==> config.mk <==
export PLATFORM = sky130hd
export DESIGN_NAME = crc8_frame_parser
export DESIGN_NICKNAME = d
export VERILOG_FILES = /design/src/design/c8fp_pkg.sv /design/src/design/crc8_frame_parser.sv
export SDC_FILE = /design/constraint.sdc
export NUM_CORES = 1
export LEC_CHECK = 0
export ABC_AREA = 1
export BUFFER_PORTS_ARGS = -buffer_cell sky130_fd_sc_hd__buf_2
export CORE_ASPECT_RATIO = 0.6
export CORE_UTILIZATION = 60
export CTS_CLUSTER_DIAMETER = 50
export DETAILED_ROUTE_END_ITERATION = 8
export GPL_TIMING_DRIVEN = 0
export MAX_ROUTING_LAYER = met4
export PLACE_DENSITY = 0.82
export SYNTH_ARGS = -nofsm -noshare
export SYNTH_HDL_FRONTEND = slang
export SYNTH_SLANG_ARGS = --single-unit
==> constraint.sdc <==
create_clock -name clk -period 5.95 [get_ports clk]
set_input_delay 0.595 -clock clk [delete_from_list [all_inputs] [get_ports clk]]
set_output_delay 0.595 -clock clk [all_outputs]
set_load 0.02 [all_outputs]
==> src/design/c8fp_pkg.sv <==
// shared types, codes and crc helpers for the crc8 frame parser
package c8fp_pkg;

	localparam int CFG_IDX_W = 3;
	localparam int CFG_DATA_W = 16;

	localparam logic [CFG_IDX_W-1:0] REG_SYNC_FIRST = 3'd0;
	localparam logic [CFG_IDX_W-1:0] REG_SYNC_SECOND = 3'd1;
	localparam logic [CFG_IDX_W-1:0] REG_END_MARKER = 3'd2;
	localparam logic [CFG_IDX_W-1:0] REG_TIMEOUT_TICKS = 3'd3;
	localparam logic [CFG_IDX_W-1:0] REG_COMMAND_MIN = 3'd4;
	localparam logic [CFG_IDX_W-1:0] REG_COMMAND_MAX = 3'd5;

	localparam logic [7:0] SYNC_FIRST_RST = 8'hA5;
	localparam logic [7:0] SYNC_SECOND_RST = 8'h5A;
	localparam logic [7:0] END_MARKER_RST = 8'hEE;
	localparam logic [15:0] TIMEOUT_TICKS_RST = 16'd100;
	localparam logic [7:0] COMMAND_MIN_RST = 8'h01;
	localparam logic [7:0] COMMAND_MAX_RST = 8'h04;

	localparam logic OP_BYTE = 1'b0;
	localparam logic OP_TICK = 1'b1;

	localparam logic [1:0] KIND_COMMAND = 2'd0;
	localparam logic [1:0] KIND_PAYLOAD = 2'd1;
	localparam logic [1:0] KIND_ERROR = 2'd2;

	localparam logic [1:0] ERR_TIMEOUT = 2'd0;
	localparam logic [1:0] ERR_BAD_LENGTH = 2'd1;
	localparam logic [1:0] ERR_CRC = 2'd2;
	localparam logic [1:0] ERR_END_MARKER = 2'd3;

	localparam logic [7:0] CRC_POLY = 8'h07;
	localparam logic [7:0] MIN_LENGTH = 8'd2;
	localparam int IDLE_W = 17;
	localparam int CRC_STEPS = 4;

	typedef logic [7:0] byte_t;

	// one msb-first crc-8 shift
	function automatic byte_t crc8_bit(input byte_t c);
		byte_t r;
		r = c[7] ? ({c[6:0], 1'b0} ^ CRC_POLY) : {c[6:0], 1'b0};
		return r;
	endfunction

	// two shifts, one pass of the shared crc unit
	function automatic byte_t crc8_two(input byte_t c);
		byte_t r;
		r = crc8_bit(crc8_bit(c));
		return r;
	endfunction

endpackage

==> src/design/crc8_frame_parser.sv <==
// sync, length and crc-8 frame parser with error counters
//
// words enter on the request channel (req_valid/req_stall): operation 0
// carries a received byte in rx_data, operation 1 is a millisecond tick.
// results leave on the response channel (rsp_valid/rsp_stall): a command
// word and its payload words for a good frame with its command in the
// configured range, or a single error event. every result carries the
// four 32-bit error counters after the update. a sync, length or end
// byte and a tick are taken without the crc unit; a command or payload
// body byte is accepted and then runs four passes of the shared crc
// unit at two bits per pass. after a frame's end byte the command word
// is loaded when the output register is free, and each payload word
// takes a registered body memory read and then a load of the output.
// req_stall is high while the sequencer works on a word.
// reset returns to the sync hunt, clears the counters and idle time and
// loads the register defaults; the body memory is not cleared.
// a stalled response holds in the output register and the sequencer waits
// on it, so requests stall in turn.
module crc8_frame_parser #(
	parameter int MAX_BODY = 34
) (
	input  logic clk,
	input  logic arst_n,
	input  logic cfg_write,
	input  logic [c8fp_pkg::CFG_IDX_W-1:0] cfg_index,
	input  logic [c8fp_pkg::CFG_DATA_W-1:0] cfg_data,
	input  logic req_valid,
	output logic req_stall,
	input  logic operation,
	input  logic [7:0] rx_data,
	output logic rsp_valid,
	input  logic rsp_stall,
	output logic [1:0] kind,
	output logic [7:0] value,
	output logic [5:0] payload_length,
	output logic [1:0] error_code,
	output logic last,
	output logic [31:0] timeout_total,
	output logic [31:0] bad_length_total,
	output logic [31:0] crc_fail_total,
	output logic [31:0] end_error_total
);

	localparam int IDX_W = (MAX_BODY > 1) ? $clog2(MAX_BODY) : 1;
	localparam logic [7:0] MAX_LEN = 8'(MAX_BODY);

	typedef enum logic [2:0] {
		PH_SYNC0 = 3'd0,
		PH_SYNC1 = 3'd1,
		PH_LEN = 3'd2,
		PH_BODY = 3'd3,
		PH_END = 3'd4
	} phase_t;

	typedef enum logic [2:0] {
		ST_IDLE,
		ST_CRC,
		ST_EVENT,
		ST_CMD,
		ST_READ,
		ST_EMIT
	} state_t;

	logic [7:0] sync_first_q, sync_second_q, end_marker_q, cmd_min_q, cmd_max_q;
	logic [15:0] timeout_ticks_q;

	state_t state_q;
	logic [2:0] phase_q;
	logic [5:0] frame_len_q;
	logic [5:0] body_index_q;
	logic [5:0] emit_idx_q;
	logic [1:0] crc_step_q;
	logic [1:0] err_code_q;
	logic [7:0] crc_q, crc_byte_q, cmd_q;
	logic [c8fp_pkg::IDLE_W-1:0] idle_q, idle_next;
	logic [31:0] timeout_cnt_q, bad_len_cnt_q, crc_cnt_q, end_cnt_q;

	logic rsp_valid_q, last_q;
	logic [1:0] kind_q, code_out_q;
	logic [7:0] value_q;
	logic [5:0] plen_out_q;
	logic [31:0] timeout_out_q, bad_len_out_q, crc_out_q, end_out_q;

	logic [7:0] body_mem [MAX_BODY];
	logic [7:0] mem_rd_q;

	logic req_acc, slot_free, body_wr;
	logic [5:0] body_index_nxt, plen;

	assign req_acc = req_valid && !req_stall;
	assign req_stall = (state_q != ST_IDLE);
	assign slot_free = !rsp_valid_q || !rsp_stall;
	assign idle_next = (idle_q == '1) ? idle_q : idle_q + 1'b1;
	assign body_index_nxt = body_index_q + 6'd1;
	assign plen = frame_len_q - 6'd2;
	assign body_wr = req_acc && (operation == c8fp_pkg::OP_BYTE) && (phase_q == PH_BODY);

	// configuration registers
	always_ff @(posedge clk or negedge arst_n) begin
		if (!arst_n) begin
			sync_first_q <= c8fp_pkg::SYNC_FIRST_RST;
			sync_second_q <= c8fp_pkg::SYNC_SECOND_RST;
			end_marker_q <= c8fp_pkg::END_MARKER_RST;
			timeout_ticks_q <= c8fp_pkg::TIMEOUT_TICKS_RST;
			cmd_min_q <= c8fp_pkg::COMMAND_MIN_RST;
			cmd_max_q <= c8fp_pkg::COMMAND_MAX_RST;
		end else if (cfg_write) begin
			case (cfg_index)
				c8fp_pkg::REG_SYNC_FIRST: sync_first_q <= cfg_data[7:0];
				c8fp_pkg::REG_SYNC_SECOND: sync_second_q <= cfg_data[7:0];
				c8fp_pkg::REG_END_MARKER: end_marker_q <= cfg_data[7:0];
				c8fp_pkg::REG_TIMEOUT_TICKS: timeout_ticks_q <= cfg_data;
				c8fp_pkg::REG_COMMAND_MIN: cmd_min_q <= cfg_data[7:0];
				c8fp_pkg::REG_COMMAND_MAX: cmd_max_q <= cfg_data[7:0];
				default: ;
			endcase
		end
	end

	// frame body memory
	always_ff @(posedge clk) begin
		if (body_wr) begin
			body_mem[body_index_q[IDX_W-1:0]] <= rx_data;
		end
		mem_rd_q <= body_mem[emit_idx_q[IDX_W-1:0]];
	end

	// sequencer, parser state and output register
	always_ff @(posedge clk or negedge arst_n) begin
		if (!arst_n) begin
			state_q <= ST_IDLE;
			phase_q <= PH_SYNC0;
			frame_len_q <= '0;
			body_index_q <= '0;
			emit_idx_q <= '0;
			crc_step_q <= '0;
			err_code_q <= c8fp_pkg::ERR_TIMEOUT;
			crc_q <= '0;
			crc_byte_q <= '0;
			cmd_q <= '0;
			idle_q <= '0;
			timeout_cnt_q <= '0;
			bad_len_cnt_q <= '0;
			crc_cnt_q <= '0;
			end_cnt_q <= '0;
			rsp_valid_q <= 1'b0;
			kind_q <= c8fp_pkg::KIND_COMMAND;
			value_q <= '0;
			plen_out_q <= '0;
			code_out_q <= c8fp_pkg::ERR_TIMEOUT;
			last_q <= 1'b0;
			timeout_out_q <= '0;
			bad_len_out_q <= '0;
			crc_out_q <= '0;
			end_out_q <= '0;
		end else begin
			if (!rsp_stall) begin
				rsp_valid_q <= 1'b0;
			end
			case (state_q)
				ST_IDLE: begin
					if (req_acc && operation == c8fp_pkg::OP_TICK) begin
						idle_q <= idle_next;
						if (phase_q != PH_SYNC0 && idle_next > {1'b0, timeout_ticks_q}) begin
							phase_q <= PH_SYNC0;
							timeout_cnt_q <= timeout_cnt_q + 32'd1;
							err_code_q <= c8fp_pkg::ERR_TIMEOUT;
							state_q <= ST_EVENT;
						end
					end else if (req_acc) begin
						idle_q <= '0;
						case (phase_q)
							PH_SYNC0: begin
								if (rx_data == sync_first_q) begin
									phase_q <= PH_SYNC1;
								end
							end
							PH_SYNC1: begin
								if (rx_data == sync_second_q) begin
									phase_q <= PH_LEN;
								end else if (rx_data != sync_first_q) begin
									phase_q <= PH_SYNC0;
								end
							end
							PH_LEN: begin
								if (rx_data < c8fp_pkg::MIN_LENGTH || rx_data > MAX_LEN) begin
									bad_len_cnt_q <= bad_len_cnt_q + 32'd1;
									err_code_q <= c8fp_pkg::ERR_BAD_LENGTH;
									phase_q <= PH_SYNC0;
									state_q <= ST_EVENT;
								end else begin
									frame_len_q <= rx_data[5:0];
									body_index_q <= '0;
									crc_q <= '0;
									phase_q <= PH_BODY;
								end
							end
							PH_BODY: begin
								if (body_index_q == '0) begin
									cmd_q <= rx_data;
								end
								if (body_index_nxt < frame_len_q) begin
									crc_q <= crc_q ^ rx_data;
									crc_step_q <= 2'(c8fp_pkg::CRC_STEPS - 1);
									state_q <= ST_CRC;
								end else begin
									crc_byte_q <= rx_data;
									phase_q <= PH_END;
								end
								body_index_q <= body_index_nxt;
							end
							PH_END: begin
								phase_q <= PH_SYNC0;
								emit_idx_q <= 6'd1;
								if (rx_data != end_marker_q) begin
									end_cnt_q <= end_cnt_q + 32'd1;
									err_code_q <= c8fp_pkg::ERR_END_MARKER;
									state_q <= ST_EVENT;
								end else if (crc_byte_q != crc_q) begin
									crc_cnt_q <= crc_cnt_q + 32'd1;
									err_code_q <= c8fp_pkg::ERR_CRC;
									state_q <= ST_EVENT;
								end else if (cmd_q >= cmd_min_q && cmd_q <= cmd_max_q) begin
									state_q <= ST_CMD;
								end
							end
							default: phase_q <= PH_SYNC0;
						endcase
					end
				end
				ST_CRC: begin
					crc_q <= c8fp_pkg::crc8_two(crc_q);
					crc_step_q <= crc_step_q - 2'd1;
					if (crc_step_q == '0) begin
						state_q <= ST_IDLE;
					end
				end
				ST_EVENT: begin
					if (slot_free) begin
						rsp_valid_q <= 1'b1;
						kind_q <= c8fp_pkg::KIND_ERROR;
						value_q <= '0;
						plen_out_q <= '0;
						code_out_q <= err_code_q;
						last_q <= 1'b1;
						timeout_out_q <= timeout_cnt_q;
						bad_len_out_q <= bad_len_cnt_q;
						crc_out_q <= crc_cnt_q;
						end_out_q <= end_cnt_q;
						state_q <= ST_IDLE;
					end
				end
				ST_CMD: begin
					if (slot_free) begin
						rsp_valid_q <= 1'b1;
						kind_q <= c8fp_pkg::KIND_COMMAND;
						value_q <= cmd_q;
						plen_out_q <= plen;
						code_out_q <= c8fp_pkg::ERR_TIMEOUT;
						last_q <= (plen == '0);
						timeout_out_q <= timeout_cnt_q;
						bad_len_out_q <= bad_len_cnt_q;
						crc_out_q <= crc_cnt_q;
						end_out_q <= end_cnt_q;
						state_q <= (plen == '0) ? ST_IDLE : ST_READ;
					end
				end
				ST_READ: state_q <= ST_EMIT;
				ST_EMIT: begin
					if (slot_free) begin
						rsp_valid_q <= 1'b1;
						kind_q <= c8fp_pkg::KIND_PAYLOAD;
						value_q <= mem_rd_q;
						plen_out_q <= plen;
						code_out_q <= c8fp_pkg::ERR_TIMEOUT;
						last_q <= (emit_idx_q == plen);
						if (emit_idx_q == plen) begin
							state_q <= ST_IDLE;
						end else begin
							emit_idx_q <= emit_idx_q + 6'd1;
							state_q <= ST_READ;
						end
					end
				end
				default: state_q <= ST_IDLE;
			endcase
		end
	end

	assign rsp_valid = rsp_valid_q;
	assign kind = kind_q;
	assign value = value_q;
	assign payload_length = plen_out_q;
	assign error_code = code_out_q;
	assign last = last_q;
	assign timeout_total = timeout_out_q;
	assign bad_length_total = bad_len_out_q;
	assign crc_fail_total = crc_out_q;
	assign end_error_total = end_out_q;

`ifndef SYNTHESIS
	a_timeout_only_on_tick: assert property (@(posedge clk) disable iff (!arst_n)
		!(req_acc && operation == c8fp_pkg::OP_TICK) |=> $stable(timeout_cnt_q))
		else $error("timeout counter moved without a tick");

	a_error_is_last: assert property (@(posedge clk) disable iff (!arst_n)
		rsp_valid_q && kind_q == c8fp_pkg::KIND_ERROR |-> last_q && value_q == '0)
		else $error("error event not a single last word");

	a_body_length_legal: assert property (@(posedge clk) disable iff (!arst_n)
		phase_q == PH_BODY |-> frame_len_q >= 6'd2 && {2'b00, frame_len_q} <= MAX_LEN)
		else $error("body phase with illegal frame length");

	a_emit_in_range: assert property (@(posedge clk) disable iff (!arst_n)
		state_q == ST_EMIT |-> emit_idx_q >= 6'd1 && emit_idx_q <= plen)
		else $error("payload index out of range");
`endif

endmodule
==> flow_summary.toml, run 1 <==
[setup_path]
worstSetupStartpointType = "flip-flop"
critPathBufInv = 2
worstPathCellList = "ha_1, inv_1, nor2_1, nand2_1, nor2_2, nand2_2, nand2_1, nor2_1, nand2_1, nor2_1, xor2_1, ha_1, nand2_1, nor2_1, nand2_1, nor3_1, nand2_1, nand2_1, nand2_1, nor2_4, buf_2, o21ai_0"
reg2regPathDepth = 22
rr_endpoint = "timeout_cnt_q[16]$_DFFE_PN0P_"
cpPeakStageDelay_ns = 0.40
cp.arrival_ns = 4.43
startpoint = "idle_q[0]$_DFFE_PN0P_"
path_delay_family = "simple AND/OR/NAND/NOR gates"
ff2ff_setup_slack_ns = 2.01
end_kind = "flip-flop"
worstPathMaxFanout = 10
crit_required_ns = 6.44
crit_top_cell = "nand2_1"
criticalPathCategory = "flip-flop to flip-flop"
critical-path-slowest-cell = "dfrtp_1"
reg2reg_from = "idle_q[0]$_DFFE_PN0P_"

[synthesis]
synth-edff-count = 272
ys_top_cells_by_count = "nand2_1 (822), o21ai_0 (395), dfrtp_1 (382)"
yosys-top-cells-area = "dfrtp_1 (31%), edfxtp_1 (26%), nand2_1 (9.9%), o21ai_0 (6.3%), nor2_1 (4.3%)"
synth_area_um2 = 31150
synth.most_common_cell = "nand2_1"
syn_inst = 3325
ys.flop_type = "dfrtp_1"
synth.avg_cell_area_um2 = 9.369
synth.distinct_cells = 50
yosysTopAreaCell = "dfrtp_1"
seq_area_frac_synth_pct = 59.02
ys_ff_latch = 681
async_flop_share_pct = 58.88
syn_nets = 3405
yosys_warnings = 0
synth_top_area_share_pct = 30.69

[floorplanning]
die_y_um = 178.5
io_pins = 182
rows = 64
die_w_um = 296.2
die_area_um2 = 52870
core_um2 = 51090
start_util_pct = 60.98

[sta]
final_hold_viol_count = 0
setup_viol = 0
grt_setup_unrepaired = "false"
timing.hold.ws_ns = 0.2280
slew_violations = 0
worstMarginPinSlew_ns = 0.9686
min_period_ns = 3.940
slew_headroom_pct = 35.19
clock_skew_ns = 0.02410
finalCritPeriodShare_pct = 66.22
max_freq_mhz = 253.8

[final_layout]
layout.cells.non_filler = 4316
seqCellArea_um2 = 18390
area_delta_synth_final_pct = 12.77
layout-drive-gt1-share_pct = 10.47
multi_input_area_um2 = 11110
nets = 3652
nFillCells = 3942
final_util_pct = 68.76
postLayoutCellArea_um2 = 35130

[global_routing]
overflow = 0
grt_antenna_before_repair = 3
track_usage_pct = 34.21
grt_pass1_vias = 23550
grt_pass1_wl_um = 133800
grt_max_degree = 117

[clock_network]
cts.sinks = 681
cts_buffer_depth = 3
clkTransAtPathRegs_ns = 0.07
clock-root-buffer = "clkbuf_16"
cts_tree = "yes"
ctsHtreeMaxLevel = 2
worstSkewPairLatency_ns = 0.63
cts_setup_buffers = 0
cts-resized-gates = 0
cts_buffers = 60

[run_status]
status = "completed"

[routing]
routed_via_density = 5.920
first_pass_iters = 8
drt_iter0_drc = 3412
post_drt_wl_per_cell_um = 20.32
antenna_left = 0
vias = 25550
drt-total-wl_um = 87690
drc_errors = 0

[pwr]
pwr_density_cell_nw_per_um2 = 339.8
vdd_ir_drop_max_mv = 0.2592
power_leakage_uw = 0.01553

[place]
gp_congestion = 1.038
placed_cell_area_um2 = 33020
portBuffers = 181
hpwl_um = 63260
dp.cells = 4202

[hold_path]
min_path_type = "input pin to flip-flop"
holdPathStages = 3
min_from = "cfg_data[8]"
worstHoldEndpoint = "timeout_ticks_q[8]$_DFFE_PN0P_"

[job]
max_cap_viol_count = 0
cell families (layout without fill, tap and decap cells):
family	after synthesis	count (layout)	synth area share [%]
AOI/OAI and AO/OA	536	536	9.434
xor gates and xnor gates	169	169	4.751
adders and majority gates	47	47	1.888
buffers and inverters	427	722	5.326
DFF	681	681	59.02
other	0	3	0
and+or+nand+nor	1465	1465	19.58
report_power, final:
| group | internal, uW | switching (uW) |
|---|---|---|
| clock | 2360 | 1810 |
| sequential | 5340 | 308 |
| combinational | 629 | 1490 |
| total | 8330 | 3610 |
metrics by stage:
step,power [uW],setup WS [ns],TNS [ns]
2_1_floorplan,6927,3.052,0
5_1_grt,12380,1.581,0
3_3_place_gp,7732,-3.583,-1353.18
3_5_place_dp,7816,2.163,0
4_1_cts,11930,2.080,0
6_report,11940,2.010,0
what timing repair did:
item	CTS	global route
hold endpoints to repair	73	0
endpoints found under the setup margin	0	0
hold buffers	1	0
cell usage in the layout (no fill, tap or decap), drive strengths merged, types with 102 or more instances in the layout:
master	netlist	final
edfxtp	272	272
nand2	829	829
inv	297	301
nor2	365	365
clkbuf	90	174
o21ai	403	403
xor2	136	136
nand3	102	102
dfrtp	382	382
buf	36	220
worst register-to-register path: cells and delay by family, from the launching register on:
family | cells | cell delay [ns]
flops | 1 | 0.40
fa+ha+maj | 2 | 0.54
simple gates | 16 | 2.24
xor+xnor | 1 | 0.16
buf+inv | 2 | 0.34
compound gates | 1 | 0.12
metal layers:
metal  vias to the layer above  global-route usage, %  part of all wire, %
met5                         -                      -                    0
met3                       201                  11.81                   14
met4                         0                  9.192                  2.8
met2                      1512                  43.87                   40
li1                      11550                      -                    -
met1                     12290                  50.90                   43
registers in the layout (all words and copies together) (netlist names), 8 cells and up:
| signal | cells |
|---|---|
| timeout_ticks_q | 16 |
| value | 8 |
| idle_q | 17 |
| cmd_q | 8 |
| timeout_total | 32 |
| crc_cnt_q | 32 |
| bad_len_cnt_q | 32 |
| end_cnt_q | 32 |
| bad_length_total | 32 |
| mem_rd_q | 8 |
| cmd_min_q | 8 |
| sync_first_q | 8 |
| body_mem | 272 |
| crc_byte_q | 8 |
| sync_second_q | 8 |
| timeout_cnt_q | 32 |
| end_error_total | 32 |
| end_marker_q | 8 |
| cmd_max_q | 8 |
| crc_fail_total | 32 |
| crc_q | 8 |
how the worst max path moves through the flow:
stage / to / slack [ns] / depth (start not counted)
floorplan: timeout_cnt_q[10]$_DFFE_PN0P_ / 3.05 / 24
global placement: cmd_min_q[1]$_DFFE_PN0P_ / -3.58 / 1
detailed placement: timeout_cnt_q[6]$_DFFE_PN0P_ / 2.16 / 22
CTS: timeout_cnt_q[6]$_DFFE_PN0P_ / 2.08 / 22
global route: err_code_q[1]$_DFFE_PN0P_ / 1.58 / 23
finish: timeout_cnt_q[16]$_DFFE_PN0P_ / 2.01 / 22
cell type report:
class / instances / area share [%]
inverters: 301 / 3.216
clock inverters: 26 / 0.9973
well taps: 693 / 2.468
plain buffers: 126 / 1.507
clock buffers: 84 / 4.965
flip-flops and latches: 681 / 52.34
multi-input cells: 2217 / 31.62
repair buffers: 185 / 2.871
diodes: 3 / 0.02137
Power figures use the tool's default switching activity.
==> inputs of run 2 (changes only) <==
Settings changed: CORE_UTILIZATION 60 to 55, PLACE_DENSITY 0.82 to 0.79.
Clock period 5.95 ns to 3.55 ns, I/O delays scaled along.
==> run 2 against run 1 <==
  * Clock power increased by 83%
  * Global-route usage down 2.0 points
  * Final cell count increased by 1.9%
  * Power is 73% higher
  * Via count rose by 0.61%
  * First-iteration DRC count decreased by 0.56%
  * Fmax increased by 18%
  * Core utilization down 5.0 points
  * Flip-flop and latch count unchanged
  * Routed wire length increased by 1.7%
  * Worst hold slack got worse by 0.21 ns
  * Count of clock-buffer cells in the layout is 4 higher
  * Critical path type unchanged
==> flow_summary.toml, run 2 (same netlist as run 1, synthesis figures left out) <==
[final_layout]
nFillCells = 4506
layout_common_cells = "nand2_1 (817), o21ai_0 (394), dfrtp_1 (382), nor2_1 (348), inv_1 (288)"
postLayoutCellArea_um2 = 35660
area_delta_synth_final_pct = 14.48
layout-drive-gt1-share_pct = 11.32
final_common_cell = "nand2_1"
layout.cells.non_filler = 4400
seqCellArea_um2 = 18390
largest_reg_flops = 272
multi_input_area_um2 = 11200
nets = 3669

[place]
dp.cells = 4268
placed_cell_area_um2 = 33100
gp_congestion = 1.007
hpwl_um = 64070
portBuffers = 181

[pwr]
power_leakage_uw = 0.01571
pwr_density_cell_nw_per_um2 = 580.5
p_sw_uw = 6167
total_power_uw = 20700
switching_share_pct = 29.79
p_clk_share_pct = 37.0
vdd_ir_drop_max_mv = 0.4119
internal_power_uw = 14540
power.share.sequential_pct = 45.8
pwr-share-comb_pct = 17.2

[sta]
worstMarginPinSlew_ns = 1.087
slew_headroom_pct = 27.30
min_period_ns = 3.347
max_freq_mhz = 298.8
finalCritPeriodShare_pct = 94.28
slew_violations = 0
setup_viol = 0
clock_skew_ns = 0.03425
final_hold_viol_count = 0
grt_setup_unrepaired = "true"

[clock_network]
cts_tree = "yes"
ctsHtreeMaxLevel = 3
worstSkewPairLatency_ns = 0.63
clock-root-buffer = "clkbuf_16"
clkTransAtPathRegs_ns = 0.07
cts_buffer_depth = 3
cts.sinks = 681
cts_buffers = 66

[routing]
routed_via_density = 5.843
drt-total-wl_um = 89170
drt_iter0_drc = 3393
drc_errors = 0
vias = 25710
first_pass_iters = 6
post_drt_wl_per_cell_um = 20.27
antenna_left = 0

[global_routing]
grt_pass1_vias = 24000
track_usage_pct = 32.19
grt_antenna_before_repair = 2
grt_pass1_wl_um = 138600
grt_max_degree = 118
overflow = 0

[floorplanning]
die_area_um2 = 57630
start_util_pct = 55.71
core_um2 = 55910
rows = 67
die_y_um = 186.4
io_pins = 182
die_w_um = 309.2

[hold_path]
min_path_type = "input pin to flip-flop"

[run_status]
status = "completed"

[setup_path]
crit_required_ns = 4.05
worstSetupStartpointType = "flip-flop"
cp.arrival_ns = 3.85
worstPathMaxFanout = 10
end_kind = "flip-flop"
criticalPathCategory = "flip-flop to flip-flop"

[job]
max_cap_viol_count = 0
run 2: changes by cell type in the layout (fill, tap and decap cells not counted), moves of 5 or more:
cell	previous run	this run
clkbuf_16	61	70
clkbuf_8	13	8
dlygate4sd3_1	1	7
nand2_1	822	817
nor2_1	356	348
nor2_2	5	11
run 2: final timing paths:
| kind | start | to | slack (ns) | cells past startpoint |
|---|---|---|---|---|
| max in group asynchronous | arst_n | cmd_max_q[2]$_DFFE_PN1P_ | 1.30 | 5 |
| worst max register to register | idle_q[2]$_DFFE_PN0P_ | timeout_cnt_q[9]$_DFFE_PN0P_ | 0.20 | 24 |
| worst max-delay path | idle_q[2]$_DFFE_PN0P_ | timeout_cnt_q[9]$_DFFE_PN0P_ | 0.20 | 24 |
| min in group asynchronous | arst_n | bad_length_total[16]$_DFFE_PN0P_ | 0.29 | 2 |
| worst min register to register | mem_rd_q[7]$_DFF_P_ | value[7]$_DFFE_PN0P_ | 0.47 | 2 |
| worst min-delay path | cfg_data[14] | timeout_ticks_q[14]$_DFFE_PN0P_ | 0.02 | 3 |
run 2: area by class of cell:
type / instances / share of cell area, %
multi-input cells: 2217 / 31.40
well taps: 759 / 2.663
diodes: 2 / 0.01403
inverters: 301 / 3.168
repair buffers: 196 / 3.137
plain buffers: 126 / 1.540
clock buffers: 88 / 5.333
flip-flops and latches: 681 / 51.56
clock inverters: 30 / 1.193
run 2: timing repair:
action                     in CTS  in global routing
pin swaps                       1                  5
hold buffers                    7                  0
gates resized for setup         5                 31
buffers inserted                2                  3
hold endpoints to repair       79                  0
setup endpoints to repair      45                 48
run 2: metrics by stage:
step	utilization (%)	hold slack, ns	TNS, ns	worst slack [ns]
after floorplan	-	0.05941	0	0.6516
after global placement	59.03	0.4446	-2240.27	-5.762
after detailed placement	59.20	0.3634	-8.834	-0.3153
after CTS	63.57	0.002204	0	0.007531
after global routing	63.78	0.008375	-0.2330	-0.04118
final	63.78	0.01696	0	0.2029
run 2: routing by layer:
metal / part of all wire [%] / vias up / wire length [um] / GRT usage [%]
met5: 0 / - / 0 / -
met4: 2.1 / 0 / 1833 / 7.197
met3: 13 / 159 / 11390 / 8.972
met2: 40 / 1475 / 35760 / 41.37
met1: 45 / 12480 / 40190 / 49.93
li1: - / 11590 / - / -
run 2: worst max-delay path, stage by stage (launching register included):
cell and delay, ns:
dfrtp_1 0.37, inv_1 0.09, nor3_1 0.21, nand2_1 0.13
inv_1 0.07, nand3_1 0.15, nor2_2 0.14, nand2_2 0.09
nor2_4 0.13, nand3_2 0.09, and2_4 0.16, ha_1 0.28
nand2_1 0.08, nor2_2 0.14, nand2_2 0.10, nor3_2 0.17
nand2_1 0.08, nand2_1 0.08, nand2_2 0.08, nor2_4 0.11
buf_12 0.15, buf_8 0.15, nand2_1 0.05, nand2_1 0.06
nand2_1 0.05
run 2: power groups by stage:
| stage | logic, uW | registers, uW | clock network, uW |
|---|---|---|---|
| after global routing | 3920 | 9550 | 8020 |
| after detailed placement | 3500 | 9610 | 0 |
| after global placement | 3390 | 9590 | 0 |
| after CTS | 3540 | 9470 | 7700 |
| after floorplan | 1490 | 10100 | 0 |
| final | 3570 | 9480 | 7650 |
